[src/design/cel_pkg.sv]
// ----------------------------------------------------------------------------
// cel_pkg
// Types and fixed widths shared by the cross-entropy loss accumulator.
// ----------------------------------------------------------------------------
package cel_pkg;

	// fixed field widths
	localparam int IN_W     = 17;
	localparam int CFG_W    = 16;
	localparam int LOSS_W   = 32;
	localparam int SUM_W    = 48;
	localparam int OUT_FRAC = 16;
	localparam int QX_W     = 64;

	// multiplier digit, bits consumed per cycle
	localparam int DIGIT_W = 4;

	// ln2 in Q0.32
	localparam logic [63:0] LN2_Q32 = 64'd2977044472;

	localparam logic [SUM_W-1:0] SUM_MAX = {SUM_W{1'b1}};

	// sequencer states
	typedef enum logic [3:0] {
		ST_IDLE,
		ST_NORM,
		ST_SQ_GO,
		ST_SQ_WAIT,
		ST_LN_GO,
		ST_LN_WAIT,
		ST_TG_GO,
		ST_TG_WAIT,
		ST_DIV_GO,
		ST_DIV_WAIT,
		ST_EMIT
	} cel_state_t;

	// status of a serial arithmetic unit
	typedef struct packed {
		logic busy;
		logic done;
	} cel_stat_t;

endpackage

[src/design/cel_smul.sv]
// ----------------------------------------------------------------------------
// cel_smul
// Digit-serial multiplier: the multiplier operand shifts out one digit per
// cycle while partial products accumulate into the upper half of the product.
// ----------------------------------------------------------------------------
module cel_smul #(
	parameter int AW = 21,
	parameter int BW = 20
) (
	input  logic                clk,
	input  logic                arst_n,
	input  logic                start,
	input  logic [AW-1:0]       a,
	input  logic [BW-1:0]       b,
	output logic [AW+BW-1:0]    prod,
	output cel_pkg::cel_stat_t  stat
);
	import cel_pkg::*;

	localparam int PW    = AW + BW;
	localparam int NSTEP = BW / DIGIT_W;
	localparam int CNTW  = $clog2(NSTEP + 1);

	logic [PW-1:0]         p_q;
	logic [AW-1:0]         a_q;
	logic [CNTW-1:0]       cnt_q;
	logic                  done_q;
	logic [AW+DIGIT_W-1:0] acc;

	// upper half plus multiplicand times low digit
	assign acc = (AW+DIGIT_W)'(p_q[PW-1 -: AW])
		+ (AW+DIGIT_W)'(a_q) * (AW+DIGIT_W)'(p_q[DIGIT_W-1:0]);

	// step counter and completion flag
	always_ff @(posedge clk or negedge arst_n) begin
		if (!arst_n) begin
			cnt_q  <= '0;
			done_q <= 1'b0;
		end else if (start) begin
			cnt_q  <= CNTW'(NSTEP);
			done_q <= 1'b0;
		end else if (cnt_q != '0) begin
			cnt_q  <= cnt_q - CNTW'(1);
			done_q <= (cnt_q == CNTW'(1));
		end else begin
			done_q <= 1'b0;
		end
	end

	// product shift register, low part starts as the multiplier
	always_ff @(posedge clk) begin
		if (start) begin
			p_q <= {{AW{1'b0}}, b};
			a_q <= a;
		end else if (cnt_q != '0) begin
			p_q <= {acc, p_q[BW-1:DIGIT_W]};
		end
	end

	assign prod      = p_q;
	assign stat.busy = (cnt_q != '0);
	assign stat.done = done_q;

endmodule

[src/design/cel_sdiv.sv]
// ----------------------------------------------------------------------------
// cel_sdiv
// Bit-serial restoring divider: one quotient bit per cycle, divisor of zero
// taken as one.
// ----------------------------------------------------------------------------
module cel_sdiv (
	input  logic                        clk,
	input  logic                        arst_n,
	input  logic                        start,
	input  logic [cel_pkg::SUM_W-1:0]   dividend,
	input  logic [cel_pkg::CFG_W-1:0]   divisor,
	output logic [cel_pkg::SUM_W-1:0]   quot,
	output cel_pkg::cel_stat_t          stat
);
	import cel_pkg::*;

	localparam int CNTW = $clog2(SUM_W + 1);

	logic [SUM_W-1:0] quot_q;
	logic [CFG_W-1:0] rem_q;
	logic [CFG_W-1:0] div_q;
	logic [CNTW-1:0]  cnt_q;
	logic             done_q;
	logic [CFG_W:0]   trial;
	logic             qbit;
	logic [CFG_W:0]   diff;

	// trial subtract of the shifted remainder
	assign trial = {rem_q, quot_q[SUM_W-1]};
	assign diff  = trial - {1'b0, div_q};
	assign qbit  = (trial >= {1'b0, div_q});

	always_ff @(posedge clk or negedge arst_n) begin
		if (!arst_n) begin
			cnt_q  <= '0;
			done_q <= 1'b0;
		end else if (start) begin
			cnt_q  <= CNTW'(SUM_W);
			done_q <= 1'b0;
		end else if (cnt_q != '0) begin
			cnt_q  <= cnt_q - CNTW'(1);
			done_q <= (cnt_q == CNTW'(1));
		end else begin
			done_q <= 1'b0;
		end
	end

	// remainder and quotient shift registers
	always_ff @(posedge clk) begin
		if (start) begin
			quot_q <= dividend;
			rem_q  <= '0;
			div_q  <= (divisor == '0) ? CFG_W'(1) : divisor;
		end else if (cnt_q != '0) begin
			quot_q <= {quot_q[SUM_W-2:0], qbit};
			rem_q  <= qbit ? diff[CFG_W-1:0] : trial[CFG_W-1:0];
		end
	end

	assign quot      = quot_q;
	assign stat.busy = (cnt_q != '0);
	assign stat.done = done_q;

endmodule

[src/design/cross_entropy_loss_accumulator_core.sv]
// ----------------------------------------------------------------------------
// cross_entropy_loss_accumulator_core
// Cross-entropy loss accumulator with a batch-mean output.
// ----------------------------------------------------------------------------
// One request at a time. Each request normalises the probability, takes the
// FRAC_BITS squarings of the log2 on the shared 4-bit digit-serial multiplier,
// whose digit count is NSTEP (5 at FRAC_BITS 16), then a multiply by ln2 and
// one by the target weight; the squarings dominate. A request marked batch_end
// adds the 48-step bit-serial division and the load of the output register,
// and waits while a previous result still holds that register. A waiting
// result does not block the next request; only a second result waits for the
// register.
// ----------------------------------------------------------------------------
module cross_entropy_loss_accumulator_core #(
	parameter int FRAC_BITS = 16
) (
	input  logic                         clk,
	input  logic                         arst_n,
	input  logic                         cfg_we,
	input  logic [cel_pkg::CFG_W-1:0]    cfg_wdata,
	input  logic                         in_valid,
	output logic                         in_stall,
	input  logic [cel_pkg::IN_W-1:0]     prob,
	input  logic [cel_pkg::IN_W-1:0]     target_weight,
	input  logic                         batch_end,
	output logic                         out_valid,
	input  logic                         out_stall,
	output logic [cel_pkg::LOSS_W-1:0]   loss,
	output logic                         clipped
);
	import cel_pkg::*;

	// derived widths
	localparam int YW     = FRAC_BITS + 1;
	localparam int CW     = $clog2(FRAC_BITS + 1);
	localparam int SW     = $clog2(FRAC_BITS);
	localparam int NW     = CW + FRAC_BITS;
	localparam int TW     = NW + IN_W - FRAC_BITS;
	localparam int LW     = (FRAC_BITS + 1 > IN_W) ? FRAC_BITS + 1 : IN_W;
	localparam int BW_RAW = (YW > IN_W) ? YW : IN_W;
	localparam int BW     = ((BW_RAW + DIGIT_W - 1) / DIGIT_W) * DIGIT_W;
	localparam int AW     = NW;
	localparam int PW     = AW + BW;
	localparam int SHL    = (FRAC_BITS < OUT_FRAC) ? OUT_FRAC - FRAC_BITS : 0;
	localparam int SHR    = (FRAC_BITS > OUT_FRAC) ? FRAC_BITS - OUT_FRAC : 0;

	// ln2 rounded to FRAC_BITS fraction bits
	localparam logic [63:0] LN2_WIDE =
		(LN2_Q32 + (64'd1 << (31 - FRAC_BITS))) >> (32 - FRAC_BITS);
	localparam logic [FRAC_BITS-1:0] LN2_FX = LN2_WIDE[FRAC_BITS-1:0];

	localparam logic [LW-1:0] ONE_L = {{(LW-1){1'b0}}, 1'b1} << FRAC_BITS;
	localparam logic [LW-1:0] LSB_L = {{(LW-1){1'b0}}, 1'b1};

	cel_state_t state_q, state_d;

	logic [CFG_W-1:0]     batch_count_q;
	logic [YW-1:0]        y_q;
	logic [CW-1:0]        cnt_q;
	logic [FRAC_BITS-1:0] frac_q;
	logic [SW-1:0]        step_q;
	logic [IN_W-1:0]      t_q;
	logic                 end_q;
	logic [NW-1:0]        neg_ln_q;
	logic [SUM_W-1:0]     sum_q;
	logic                 sclip_q;
	logic                 out_valid_q;
	logic [LOSS_W-1:0]    loss_q;
	logic                 clipped_q;

	logic                 mul_start;
	logic [AW-1:0]        mul_a;
	logic [BW-1:0]        mul_b;
	logic [PW-1:0]        mul_prod;
	cel_stat_t            mul_stat;
	logic                 div_start;
	logic [SUM_W-1:0]     div_quot;
	cel_stat_t            div_stat;
	logic                 out_load;
	logic                 accept;
	logic                 last_step;

	logic [LW-1:0]        p_ext;
	logic [LW-1:0]        p_clamp;
	logic [YW:0]          sq;
	logic [YW-1:0]        y_next;
	logic [NW-1:0]        nlog2;
	logic [TW-1:0]        term;
	logic [SUM_W:0]       sum_ext;
	logic [QX_W-1:0]      q_wide;
	logic                 q_sat;

	// shared digit-serial multiplier
	cel_smul #(
		.AW (AW),
		.BW (BW)
	) u_smul (
		.clk    (clk),
		.arst_n (arst_n),
		.start  (mul_start),
		.a      (mul_a),
		.b      (mul_b),
		.prod   (mul_prod),
		.stat   (mul_stat)
	);

	// bit-serial divider for the batch mean
	cel_sdiv u_sdiv (
		.clk      (clk),
		.arst_n   (arst_n),
		.start    (div_start),
		.dividend (sum_q),
		.divisor  (batch_count_q),
		.quot     (div_quot),
		.stat     (div_stat)
	);

	// probability clamp to [one LSB, 1.0]
	assign p_ext   = LW'(prob);
	assign p_clamp = (p_ext == '0) ? LSB_L : ((p_ext > ONE_L) ? ONE_L : p_ext);

	// one squaring step of the log2
	assign sq     = mul_prod[FRAC_BITS +: YW + 1];
	assign y_next = sq[YW] ? sq[YW:1] : sq[YW-1:0];

	// -log2(p) from shift count and fraction bits
	assign nlog2 = {cnt_q, {FRAC_BITS{1'b0}}} - NW'(frac_q);

	// weighted term and saturating sum
	assign term    = mul_prod[FRAC_BITS +: TW];
	assign sum_ext = {1'b0, sum_q} + (SUM_W + 1)'(term);

	// rescale quotient to Q16.16 and saturate
	assign q_wide = (QX_W'(div_quot) << SHL) >> SHR;
	assign q_sat  = |q_wide[QX_W-1:LOSS_W];

	assign accept    = in_valid && !in_stall;
	assign last_step = (step_q == SW'(FRAC_BITS - 1));

	// sequencer: next state, unit starts, output load, operand select
	always_comb begin
		state_d   = state_q;
		mul_start = 1'b0;
		div_start = 1'b0;
		out_load  = 1'b0;
		mul_a     = AW'(y_q);
		mul_b     = BW'(y_q);
		case (state_q)
			ST_IDLE: begin
				if (in_valid) state_d = ST_NORM;
			end
			ST_NORM: begin
				if (y_q[FRAC_BITS]) state_d = ST_SQ_GO;
			end
			ST_SQ_GO: begin
				mul_start = 1'b1;
				state_d   = ST_SQ_WAIT;
			end
			ST_SQ_WAIT: begin
				if (mul_stat.done) state_d = last_step ? ST_LN_GO : ST_SQ_GO;
			end
			ST_LN_GO: begin
				mul_start = 1'b1;
				mul_a     = nlog2;
				mul_b     = BW'(LN2_FX);
				state_d   = ST_LN_WAIT;
			end
			ST_LN_WAIT: begin
				if (mul_stat.done) state_d = ST_TG_GO;
			end
			ST_TG_GO: begin
				mul_start = 1'b1;
				mul_a     = neg_ln_q;
				mul_b     = BW'(t_q);
				state_d   = ST_TG_WAIT;
			end
			ST_TG_WAIT: begin
				if (mul_stat.done) state_d = end_q ? ST_DIV_GO : ST_IDLE;
			end
			ST_DIV_GO: begin
				div_start = 1'b1;
				state_d   = ST_DIV_WAIT;
			end
			ST_DIV_WAIT: begin
				if (div_stat.done) state_d = ST_EMIT;
			end
			ST_EMIT: begin
				if (!out_valid_q || !out_stall) begin
					out_load = 1'b1;
					state_d  = ST_IDLE;
				end
			end
			default: begin
				state_d = ST_IDLE;
			end
		endcase
	end

	assign in_stall = (state_q != ST_IDLE);

	// state, config, sum and output valid
	always_ff @(posedge clk or negedge arst_n) begin
		if (!arst_n) begin
			state_q       <= ST_IDLE;
			batch_count_q <= CFG_W'(1);
			sum_q         <= '0;
			sclip_q       <= 1'b0;
			out_valid_q   <= 1'b0;
		end else begin
			state_q <= state_d;
			if (cfg_we) batch_count_q <= cfg_wdata;
			if (state_q == ST_TG_WAIT && mul_stat.done) begin
				if (sum_ext[SUM_W]) begin
					sum_q   <= SUM_MAX;
					sclip_q <= 1'b1;
				end else begin
					sum_q <= sum_ext[SUM_W-1:0];
				end
			end else if (out_load) begin
				sum_q   <= '0;
				sclip_q <= 1'b0;
			end
			if (out_load) out_valid_q <= 1'b1;
			else if (!out_stall) out_valid_q <= 1'b0;
		end
	end

	// per-request datapath registers and output result registers
	always_ff @(posedge clk) begin
		if (accept) begin
			y_q    <= p_clamp[YW-1:0];
			t_q    <= target_weight;
			end_q  <= batch_end;
			cnt_q  <= '0;
			frac_q <= '0;
			step_q <= '0;
		end
		// normalize one bit per cycle
		if (state_q == ST_NORM && !y_q[FRAC_BITS]) begin
			y_q   <= {y_q[YW-2:0], 1'b0};
			cnt_q <= cnt_q + CW'(1);
		end
		if (state_q == ST_SQ_WAIT && mul_stat.done) begin
			y_q    <= y_next;
			frac_q <= {frac_q[FRAC_BITS-2:0], sq[YW]};
			step_q <= step_q + SW'(1);
		end
		if (state_q == ST_LN_WAIT && mul_stat.done) begin
			neg_ln_q <= mul_prod[FRAC_BITS +: NW];
		end
		if (out_load) begin
			loss_q    <= q_sat ? {LOSS_W{1'b1}} : q_wide[LOSS_W-1:0];
			clipped_q <= sclip_q | q_sat;
		end
	end

	assign out_valid = out_valid_q;
	assign loss      = loss_q;
	assign clipped   = clipped_q;

endmodule

[config.mk]
export PLATFORM = sky130hd
export DESIGN_NAME = cross_entropy_loss_accumulator_core
export DESIGN_NICKNAME = d
export VERILOG_FILES = /design/src/design/cel_pkg.sv /design/src/design/cel_smul.sv /design/src/design/cel_sdiv.sv /design/src/design/cross_entropy_loss_accumulator_core.sv
export SDC_FILE = /design/constraint.sdc
export NUM_CORES = 1
export LEC_CHECK = 0
export BUFFER_PORTS_ARGS = -buffer_cell sky130_fd_sc_hd__buf_4
export CORE_ASPECT_RATIO = 0.6
export CORE_MARGIN = 3
export CORE_UTILIZATION = 27
export CTS_BUF_LIST = sky130_fd_sc_hd__clkbuf_2
export DETAILED_ROUTE_END_ITERATION = 12
export GPL_TIMING_DRIVEN = 0
export PLACE_DENSITY_LB_ADDON = 0.05
export SLEW_MARGIN = 20
export SYNTH_ARGS = -nofsm -noshare
export SYNTH_HDL_FRONTEND = slang
export SYNTH_SLANG_ARGS = --single-unit
[constraint.sdc]
create_clock -name clk -period 5.7 [get_ports clk]
set_clock_uncertainty 0.2 [all_clocks]
set_input_delay 1.71 -clock clk [delete_from_list [all_inputs] [get_ports clk]]
set_output_delay 1.71 -clock clk [all_outputs]
set_load 0.01 [all_outputs]
==> results of run 1 <==
==> cells by family after synthesis <==
| kind of cell | after synthesis | share of synthesized area (%) |
|---|---|---|
| adder cells (fa/ha/maj) | 140 | 11.2 |
| buffers and inverters | 246 | 4.86 |
| multiplexers | 43 | 2.31 |
| AND/OR/NAND/NOR | 755 | 18.2 |
| XOR/XNOR | 69 | 3.07 |
| AO/OA/AOI/OAI | 402 | 12.8 |
| flip-flops | 337 | 47.5 |
==> Yosys cell counts (all sizes together) (23+ instances only) <==
master  number
o21ai       93
inv        140
clkbuf      98
dfxtp       37
fa          60
or2         38
and2        97
nand3       60
edfxtp     219
a21oi      142
nand2      295
xnor2       36
nor3        31
ha          80
mux2i       24
a31oi       23
dfrtp       80
xor2        33
nor2       140
==> registers in the layout (all words and copies together), names as in the netlist, 17 cells and up <==
signal       cells
sum_q           48
y_q             17
loss            32
t_q             17
neg_ln_q        21
u_smul.a_q      21
u_sdiv.quot     48
u_smul.prod     41
==> worst min path at each step <==
stage | endpoint | start | slack [ns]
after CTS | u_smul.prod[39] | u_smul.prod[39] | 0.27
after global placement | u_smul.prod[40] | u_smul.prod[40] | 0.24
final | u_smul.prod[39] | u_smul.prod[39] | 0.26
after detailed placement | u_smul.prod[39] | u_smul.prod[39] | 0.25
after floorplan | u_smul.prod[39] | u_smul.prod[39] | 0.23
after global routing | u_smul.prod[39] | u_smul.prod[39] | 0.30
==> cell type report <==
cell class	instances	area [sq um]
Antenna cell	3	7.51
Buffer	106	432
Tap cell	962	1200
Timing Repair Buffer	93	727
Clock buffer	154	771
Multi-Input combinational cell	1409	9390
Sequential cell	337	9350
Clock inverter	11	51.3
Inverter	140	526
Fill cell	7577	48500
==> per-layer routing <==
metal / global-route usage [%] / routed length (um)
met4: 4.46 / 1360
met5: 0 / 0
met2: 20.5 / 22900
met1: 27.8 / 35800
met3: 3.86 / 3850
==> worst reg2reg max path, delay by kind of cell, from the launching register on <==
kind,cells,cell delay (ns)
buf+inv,2,0.49
fa+ha+maj,4,1.92
xor+xnor,1,0.16
compound gates,7,1.79
flops,1,0.44
simple gates,2,0.23
==> per-stage QoR <==
stage / cells / hold slack [ns] / cell area [sq um]
after detailed placement: 3047 / 0.251 / 21600
after floorplan: 1992 / 0.232 / 19700
after CTS: 3212 / 0.265 / 22400
after global routing: 3213 / 0.297 / 22400
after global placement: 3043 / 0.242 / 21500
final: 3215 / 0.264 / 22500
==> impl_metrics.env, run 1 <==
export IMPL_outcome="completed"
export IMPL_cts_tree="yes"
export IMPL_yosysWarningCount=0
export IMPL_data_required_critical_path_ns=6.57
export IMPL_dpl_worst_slack_ns=0.463
export IMPL_cp_max_fo=10
export IMPL_area_growth_pct=14.2
export IMPL_ys_ff_latch=337
export IMPL_setup_worst_path_end_class="flop"
export IMPL_io_count=91
export IMPL_finish_utilization_pct=31.6
export IMPL_critical_path_cell_by_cell="clkbuf_1, nand2_1, fa_1, fa_1, fa_1, inv_1, ha_1, o21ai_0, o21ai_0, a31o_2, a31oi_1, o21ai_0, o41ai_1, xnor2_1, nand2_1, a21oi_1"
export IMPL_rsz0062_at_grt="false"
export IMPL_synth_cells=1992
export IMPL_hold_path_cell_count=2
export IMPL_clock_path_buffers=3
export IMPL_worstSkewPairLatency_ns=1.15
export IMPL_dr_total_vias=15243
export IMPL_grt_overflow_total=0
export IMPL_fin_crit_sh_pct=92.5
export IMPL_postSynth_asyncResetShare_pct=24.0
export IMPL_finalHoldViolCount=0
export IMPL_layout_commonest_cell="sky130_fd_sc_hd__nand2_1"
export IMPL_portBuffers=89
export IMPL_r2r_start="u_smul.prod[2]"
export IMPL_cts_root_buffer="sky130_fd_sc_hd__clkbuf_2"
export IMPL_detailedRoute_firstPassIterationCount=5
export IMPL_dp_hpwl_um=48600
export IMPL_period_needed_ns=5.27
export IMPL_synth_top_cells_by_area="sky130_fd_sc_hd__edfxtp_1 (33%), sky130_fd_sc_hd__dfrtp_1 (10%), sky130_fd_sc_hd__fa_1 (6.1%)"
export IMPL_synthesis_area_sq_um=19700
export IMPL_setup_tns_ns=0
export IMPL_vias_per_cell=4.74
export IMPL_critPathCapture="u_smul.prod[40]"
export IMPL_synthDistinctLibCells=73
export IMPL_crit_arrival_ns=6.14
export IMPL_cp_buffers_inverters=2
export IMPL_crit_path_max_incr_delay_ns=0.53
export IMPL_replace_congestion=0.871
export IMPL_clock_sinks=337
export IMPL_cap_viol_max_count=0
export IMPL_dieArea_sq_um=76200
export IMPL_fp_coreArea_sq_um=70900
export IMPL_synthesis_nets=2188
export IMPL_wire_per_inst_um=19.9
export IMPL_cp_num_cells=16
export IMPL_fmaxAchievable_ghz=0.190
export IMPL_rows=75
export IMPL_slew_limit_headroom_pct=30.7
export IMPL_worst_path_max_delay_cell="sky130_fd_sc_hd__fa_1"
export IMPL_final_max_slew_violation_count=0
export IMPL_die_height_um=215
export IMPL_drt_iter0_drc=1057
export IMPL_worst_pin_slew_ns=1.04
export IMPL_drc_errors=0
export IMPL_numCtsBuffers=90
export IMPL_totalWireLength_um=63900
export IMPL_path_class_of_the_lowest_slack_min_delay_path="flop to flop"
export IMPL_post_cts_hold_buffer_count=0
export IMPL_worst_setup_path_type="flop to flop"
export IMPL_cts_max_level=3
export IMPL_yosys_area_top_type="sky130_fd_sc_hd__edfxtp_1"
export IMPL_antenna_violations_before_repair=4
export IMPL_post_cts_buffers=0
export IMPL_synth_seq_area_share_pct=47.5
export IMPL_synth_edf_count=219
export IMPL_rrSetupSlack_ns=0.43
export IMPL_floorplan_initialDensity_pct=27.7
export IMPL_ctsResizeCount=0
export IMPL_grtUsageTotal_pct=16.7
export IMPL_worst_r2r_path_depth=16
export IMPL_post_synth_top_area_fraction_pct=33.5
export IMPL_worst_r2r_endpoint="u_smul.prod[40]"
export IMPL_crit_path_max_delay_family="adder cells"
export IMPL_post_route_cells_drive_above_1_share_pct=15.1
export IMPL_clk_transition_reported_paths_ns=0.15
export IMPL_synth_avg_cell_area_sq_um=9.87
export IMPL_die_w_um=354
export IMPL_setup_viol_count_final=0
export IMPL_setup_worst_path_start_class="flop"
export IMPL_grt_first_pass_wirelength_um=96400
export IMPL_layout_common_cells="sky130_fd_sc_hd__nand2_1 (293), sky130_fd_sc_hd__edfxtp_1 (219), sky130_fd_sc_hd__clkbuf_2 (156)"
export IMPL_pin_count_of_the_biggest_net_entering_global_routing=82
export IMPL_final_net_count=2373
export IMPL_vias_in_the_first_global_route=14932
export IMPL_postRouteAntennaNets=0
export IMPL_timing_startpoint_of_the_critical_path="u_smul.prod[2]"
export IMPL_synth_top_flop_cell="sky130_fd_sc_hd__edfxtp_1"
export IMPL_final_setup_worst_slack_ns=0.430
Power of run 1 is left out: the tool's default activity adds up to more than one toggle a clock period on the data nets, which glitch-free logic cannot reach.
==> run 2: changes to the inputs <==
- HOLD_SLACK_MARGIN: not set -> 0.12
- REMOVE_ABC_BUFFERS: not set -> 1
==> run 2 against run 1 <==
- fmax rose by 0.63%
- via count fell by 2.1%
- sequential cell count did not move
- worst setup slack improved by 0.033 ns
- hold slack improved by 0.0087 ns
- register-to-register slack improved by 0.03 ns
- highest routed layer unchanged
- first-iteration DRC count rose by 14%
- routed wire length fell by 5.8%
- critical path depth fell by 1
- critical path type unchanged
- final area barely moved
==> impl_metrics.env, run 2 (same netlist as run 1, synthesis figures left out) <==
export IMPL_outcome="completed"
export IMPL_post_cts_hold_buffer_count=0
export IMPL_layout_common_cells="sky130_fd_sc_hd__nand2_1 (294), sky130_fd_sc_hd__edfxtp_1 (219), sky130_fd_sc_hd__clkbuf_2 (141)"
export IMPL_placed_area_sq_um=21600
export IMPL_dpl_worst_slack_ns=0.0228
export IMPL_setup_viol_count_final=0
export IMPL_fillCellCount=7531
export IMPL_cts_root_buffer="sky130_fd_sc_hd__clkbuf_2"
export IMPL_pin_count_of_the_biggest_net_entering_global_routing=82
export IMPL_critical_path_cell_by_cell="nand2_1, fa_1, fa_1, fa_1, inv_1, ha_1, a211oi_1, o21ai_0, a31o_2, a31oi_1, o21ai_0, o41ai_1, xnor2_1, nand2_1, a21oi_1"
export IMPL_wire_per_inst_um=19.2
export IMPL_setup_worst_path_end_class="flop"
export IMPL_path_class_of_the_lowest_slack_min_delay_path="flop to flop"
export IMPL_grt_overflow_total=0
export IMPL_layout_commonest_cell="sky130_fd_sc_hd__nand2_1"
export IMPL_detailedRoute_firstPassIterationCount=5
export IMPL_floorplan_initialDensity_pct=27.7
export IMPL_final_cell_area_sq_um=22500
export IMPL_drt_iter0_drc=1202
export IMPL_antenna_violations_before_repair=5
export IMPL_drc_errors=0
export IMPL_area_growth_pct=14.2
export IMPL_fin_crit_sh_pct=91.9
export IMPL_slew_limit_headroom_pct=26.2
export IMPL_period_needed_ns=5.24
export IMPL_fmaxAchievable_ghz=0.191
export IMPL_worst_pin_slew_ns=1.10
export IMPL_worst_path_max_delay_cell="sky130_fd_sc_hd__edfxtp_1"
export IMPL_final_net_count=2293
export IMPL_finalHoldViolCount=0
export IMPL_clock_path_buffers=3
export IMPL_cts_max_level=3
export IMPL_grt_first_pass_wirelength_um=93200
export IMPL_clk_transition_reported_paths_ns=0.12
export IMPL_worstSkewPairLatency_ns=1.17
export IMPL_die_w_um=354
export IMPL_data_required_critical_path_ns=6.49
export IMPL_worst_setup_path_type="flop to flop"
export IMPL_rows=75
export IMPL_crit_arrival_ns=6.02
export IMPL_dr_total_vias=14923
export IMPL_setup_worst_path_start_class="flop"
export IMPL_final_setup_worst_slack_ns=0.463
export IMPL_vias_in_the_first_global_route=14766
export IMPL_cap_viol_max_count=0
export IMPL_dp_hpwl_um=43600
export IMPL_grtUsageTotal_pct=15.9
export IMPL_portBuffers=90
export IMPL_final_max_slew_violation_count=0
export IMPL_numCtsBuffers=90
export IMPL_rsz0062_at_grt="false"
export IMPL_crit_path_max_delay_family="compound AO/OA/AOI/OAI gates"
export IMPL_cp_max_fo=6
export IMPL_dieArea_sq_um=76200
export IMPL_crit_path_max_incr_delay_ns=0.53
export IMPL_crit_path_frequent_cell="sky130_fd_sc_hd__fa_1"
export IMPL_totalWireLength_um=60200
export IMPL_cp_buffers_inverters=1
export IMPL_vias_per_cell=4.76
export IMPL_fp_coreArea_sq_um=70900
export IMPL_setup_tns_ns=0
export IMPL_die_height_um=215
export IMPL_replace_congestion=0.790
export IMPL_post_route_cells_drive_above_1_share_pct=16.6
export IMPL_cts_tree="yes"
export IMPL_io_count=91
export IMPL_clock_sinks=337
export IMPL_postRouteAntennaNets=0
[run 2: final timing paths]
check / from / cells past startpoint / endpoint / slack, ns
min: u_smul.prod[39] / 2 / u_smul.prod[39] / 0.27
max: u_smul.prod[2] / 15 / u_smul.prod[40] / 0.46
min reg2reg: u_smul.prod[39] / 2 / u_smul.prod[39] / 0.27
max reg2reg: u_smul.prod[2] / 15 / u_smul.prod[40] / 0.46
max in group asynchronous: arst_n / 1 / sum_q[12] / 4.13
min in group asynchronous: arst_n / 1 / batch_count_q[5] / 0.46
[run 2: worst register-to-register path: cells and delay by family, from the launching register on]
family,cells,cell delay [ns]
AOI/OAI and AO/OA,7,2.19
xor gates and xnor gates,1,0.17
adders and majority gates,4,1.78
buffers and inverters,1,0.04
DFF,1,0.53
and+or+nand+nor,2,0.19
[run 2: stage by stage]
step	hold WS, ns	std cells	util, %
after floorplan	0.232	1886	-
after global placement	0.244	2938	29.8
after detailed placement	0.252	2961	30.4
after CTS	0.271	3128	31.6
after global routing	0.296	3133	31.6
final	0.273	3136	31.7
[run 2: layout make-up]
class,instances,area (sq um),area share [%]
antenna,4,10.0,0.0446
clock buffer,141,706,3.14
clock inverter,24,110,0.490
inverter,140,531,2.36
multi-input combinational,1409,9450,42.1
sequential,337,9350,41.6
tap,962,1200,5.36
timing repair buffer,119,1100,4.90
[run 2: per-layer routing]
metal / vias up / global-route usage [%] / routed length [um]
met4: 0 / 4.03 / 1030
met5: - / 0 / 0
li1: 7233 / - / -
met2: 378 / 19.4 / 21300
met3: 86 / 3.64 / 3530
met1: 7226 / 26.7 / 34300
[run 2: timing repair]
item	in CTS	in global routing
setup endpoints to repair	2	8
setup buffers	2	4
pin swaps	0	0
gates resized for setup	0	2
Power of run 2 is left out for the same reason.
==> run 3: changes to the inputs <==
- SLEW_MARGIN: 20 -> 5
- SYNTH_HIERARCHICAL: not set -> 1
==> run 3 against run 2 <==
- routed wire length down 3.4%
- worst setup slack worse by 0.11 ns
- via count down 2.4%
- sequential share of layout area down 0.43 points
- global-route usage down 0.79 points
- sequential cell count unchanged
- final cell count down 3.6%
- highest routed layer unchanged
- register-to-register slack worse by 0.11 ns
- final area up 1.0%
- first-iteration DRC count down 20%
- hold slack better by 0.0077 ns
- synthesized cell count down 6.9%
==> impl_metrics.env, run 3 <==
export IMPL_final_net_count=2167
export IMPL_setup_viol_count_final=0
export IMPL_fmaxAchievable_ghz=0.187
export IMPL_layout_commonest_cell="sky130_fd_sc_hd__edfxtp_1"
export IMPL_dp_hpwl_um=43600
export IMPL_clock_path_buffers=3
export IMPL_crit_path_max_incr_delay_ns=0.89
export IMPL_final_max_slew_violation_count=0
export IMPL_dr_total_vias=14568
export IMPL_period_needed_ns=5.35
export IMPL_post_cts_hold_buffer_count=0
export IMPL_clk_transition_reported_paths_ns=0.11
export IMPL_pin_count_of_the_biggest_net_entering_global_routing=82
export IMPL_wire_per_inst_um=19.3
export IMPL_path_class_of_the_lowest_slack_min_delay_path="flop to flop"
export IMPL_layout_common_cells="sky130_fd_sc_hd__edfxtp_1 (219), sky130_fd_sc_hd__nand2_1 (144), sky130_fd_sc_hd__inv_1 (142)"
export IMPL_synthesis_area_sq_um=19900
export IMPL_setup_worst_path_start_class="flop"
export IMPL_detailedRoute_firstPassIterationCount=5
export IMPL_slew_limit_headroom_pct=10.6
export IMPL_portBuffers=90
export IMPL_vias_in_the_first_global_route=14238
export IMPL_cp_max_fo=21
export IMPL_drt_iter0_drc=962
export IMPL_setup_worst_path_end_class="flop"
export IMPL_cts_max_level=3
export IMPL_fin_crit_sh_pct=93.8
export IMPL_vias_per_cell=4.82
export IMPL_postRouteAntennaNets=0
export IMPL_crit_path_frequent_cell="sky130_fd_sc_hd__fa_1"
export IMPL_rsz0062_at_grt="false"
export IMPL_clock_sinks=337
export IMPL_worst_pin_slew_ns=1.34
export IMPL_fp_coreArea_sq_um=72500
export IMPL_yosysWarningCount=6
export IMPL_hold_ep="u_smul/done_q"
export IMPL_crit_arrival_ns=6.03
export IMPL_finalHoldViolCount=0
export IMPL_cts_tree="yes"
export IMPL_replace_congestion=0.808
export IMPL_finalNonFillerCells=3022
export IMPL_die_height_um=216
export IMPL_io_count=91
export IMPL_worst_path_max_delay_cell="sky130_fd_sc_hd__edfxtp_1"
export IMPL_post_route_cells_drive_above_1_share_pct=20.9
export IMPL_worst_r2r_path_depth=14
export IMPL_worst_r2r_endpoint="u_smul/prod[35]"
export IMPL_die_w_um=357
export IMPL_dpl_cell_count=2849
export IMPL_synth_cells=1855
export IMPL_post_cts_buffers=0
export IMPL_critical_path_cell_by_cell="and2_1, fa_1, fa_1, inv_1, fa_1, inv_1, ha_1, a211oi_1, nor2_1, o41ai_1, a21oi_1, o21ai_0, xor2_1, o22ai_1"
export IMPL_rows=76
export IMPL_worstSkewPairLatency_ns=1.12
export IMPL_numCtsBuffers=91
export IMPL_totalWireLength_um=58200
export IMPL_synth_avg_cell_area_sq_um=10.7
export IMPL_cap_viol_max_count=0
export IMPL_grt_first_pass_wirelength_um=89600
export IMPL_r2r_start="u_smul/prod[2]"
export IMPL_data_required_critical_path_ns=6.39
export IMPL_rrSetupSlack_ns=0.35
export IMPL_grtUsageTotal_pct=15.1
export IMPL_hold_start="u_smul/cnt_q[2]"
export IMPL_area_growth_pct=13.8
export IMPL_ctsResizeCount=0
export IMPL_floorplan_initialDensity_pct=27.5
export IMPL_cts_root_buffer="sky130_fd_sc_hd__clkbuf_2"
export IMPL_hold_path_cell_count=1
export IMPL_grt_overflow_total=0
export IMPL_antenna_violations_before_repair=1
export IMPL_worst_setup_path_type="flop to flop"
export IMPL_setup_tns_ns=0
export IMPL_dieArea_sq_um=77200
export IMPL_drc_errors=0
export IMPL_outcome="completed"
## run 3: cell count changes in the layout (fill, tap and decap cells not counted), sizes merged, moves of 9 or more
cell    previous run  this run
a31oi             23        10
clkinv            20        29
mux2              19        86
or3               14         5
nor2             140        94
o211ai            18        28
a21oi            142       106
o21ai             93        65
nand2            295       145
a22o               0        10
## run 3: how the worst max path moves through the flow
stage	startpoint	end	slack [ns]	cells past startpoint
6_report	u_smul/prod[2]	u_smul/prod[35]	0.35	14
5_1_grt	u_smul/prod[2]	u_smul/prod[35]	0.03	14
4_1_cts	u_smul/cnt_q[0]	u_smul/prod[36]	0.12	7
3_5_place_dp	u_smul/cnt_q[0]	u_smul/prod[19]	0.40	6
3_3_place_gp	state_q[1]	u_sdiv/rem_q[9]	-10.88	4
2_1_floorplan	state_q[1]	u_sdiv/quot[0]	-4.49	4
## run 3: layout make-up
cell class	count	area (sq um)
inverter	146	548
multi-input combinational	1276	9700
clock buffer	137	686
fill	7631	49800
antenna	1	2.50
tap	975	1220
clock inverter	32	190
sequential	337	9350
timing repair buffer	118	990
## run 3: layer usage
layer | vias to the layer above | part of all wire, % | global-route usage [%] | wire [um]
met4 | 0 | 1.6 | 3.79 | 930
met2 | 389 | 36 | 17.8 | 20900
met5 | - | 0 | 0 | 0
li1 | 6958 | - | - | -
met1 | 7145 | 56 | 25.5 | 32500
met3 | 76 | 6.6 | 4.04 | 3850
## run 3: critical path: cells and delay by family, from the launching register on
kind,cells,cell delay (ns)
compound gates,5,1.56
xor+xnor,1,0.19
fa+ha+maj,4,1.86
buf+inv,2,0.09
flops,1,0.89
simple gates,2,0.36
## run 3: metrics by stage
stage	hold slack (ns)	utilization (%)	cell area, sq um	setup slack [ns]
3_5_place_dp	0.269	30.0	21700	0.400
5_1_grt	0.137	31.3	22700	0.0335
4_1_cts	0.277	31.2	22600	0.116
3_3_place_gp	0.262	29.6	21400	-10.88
6_report	0.280	31.3	22700	0.353
2_1_floorplan	0.234	-	19500	-4.49
Power of run 3 is left out for the same reason.
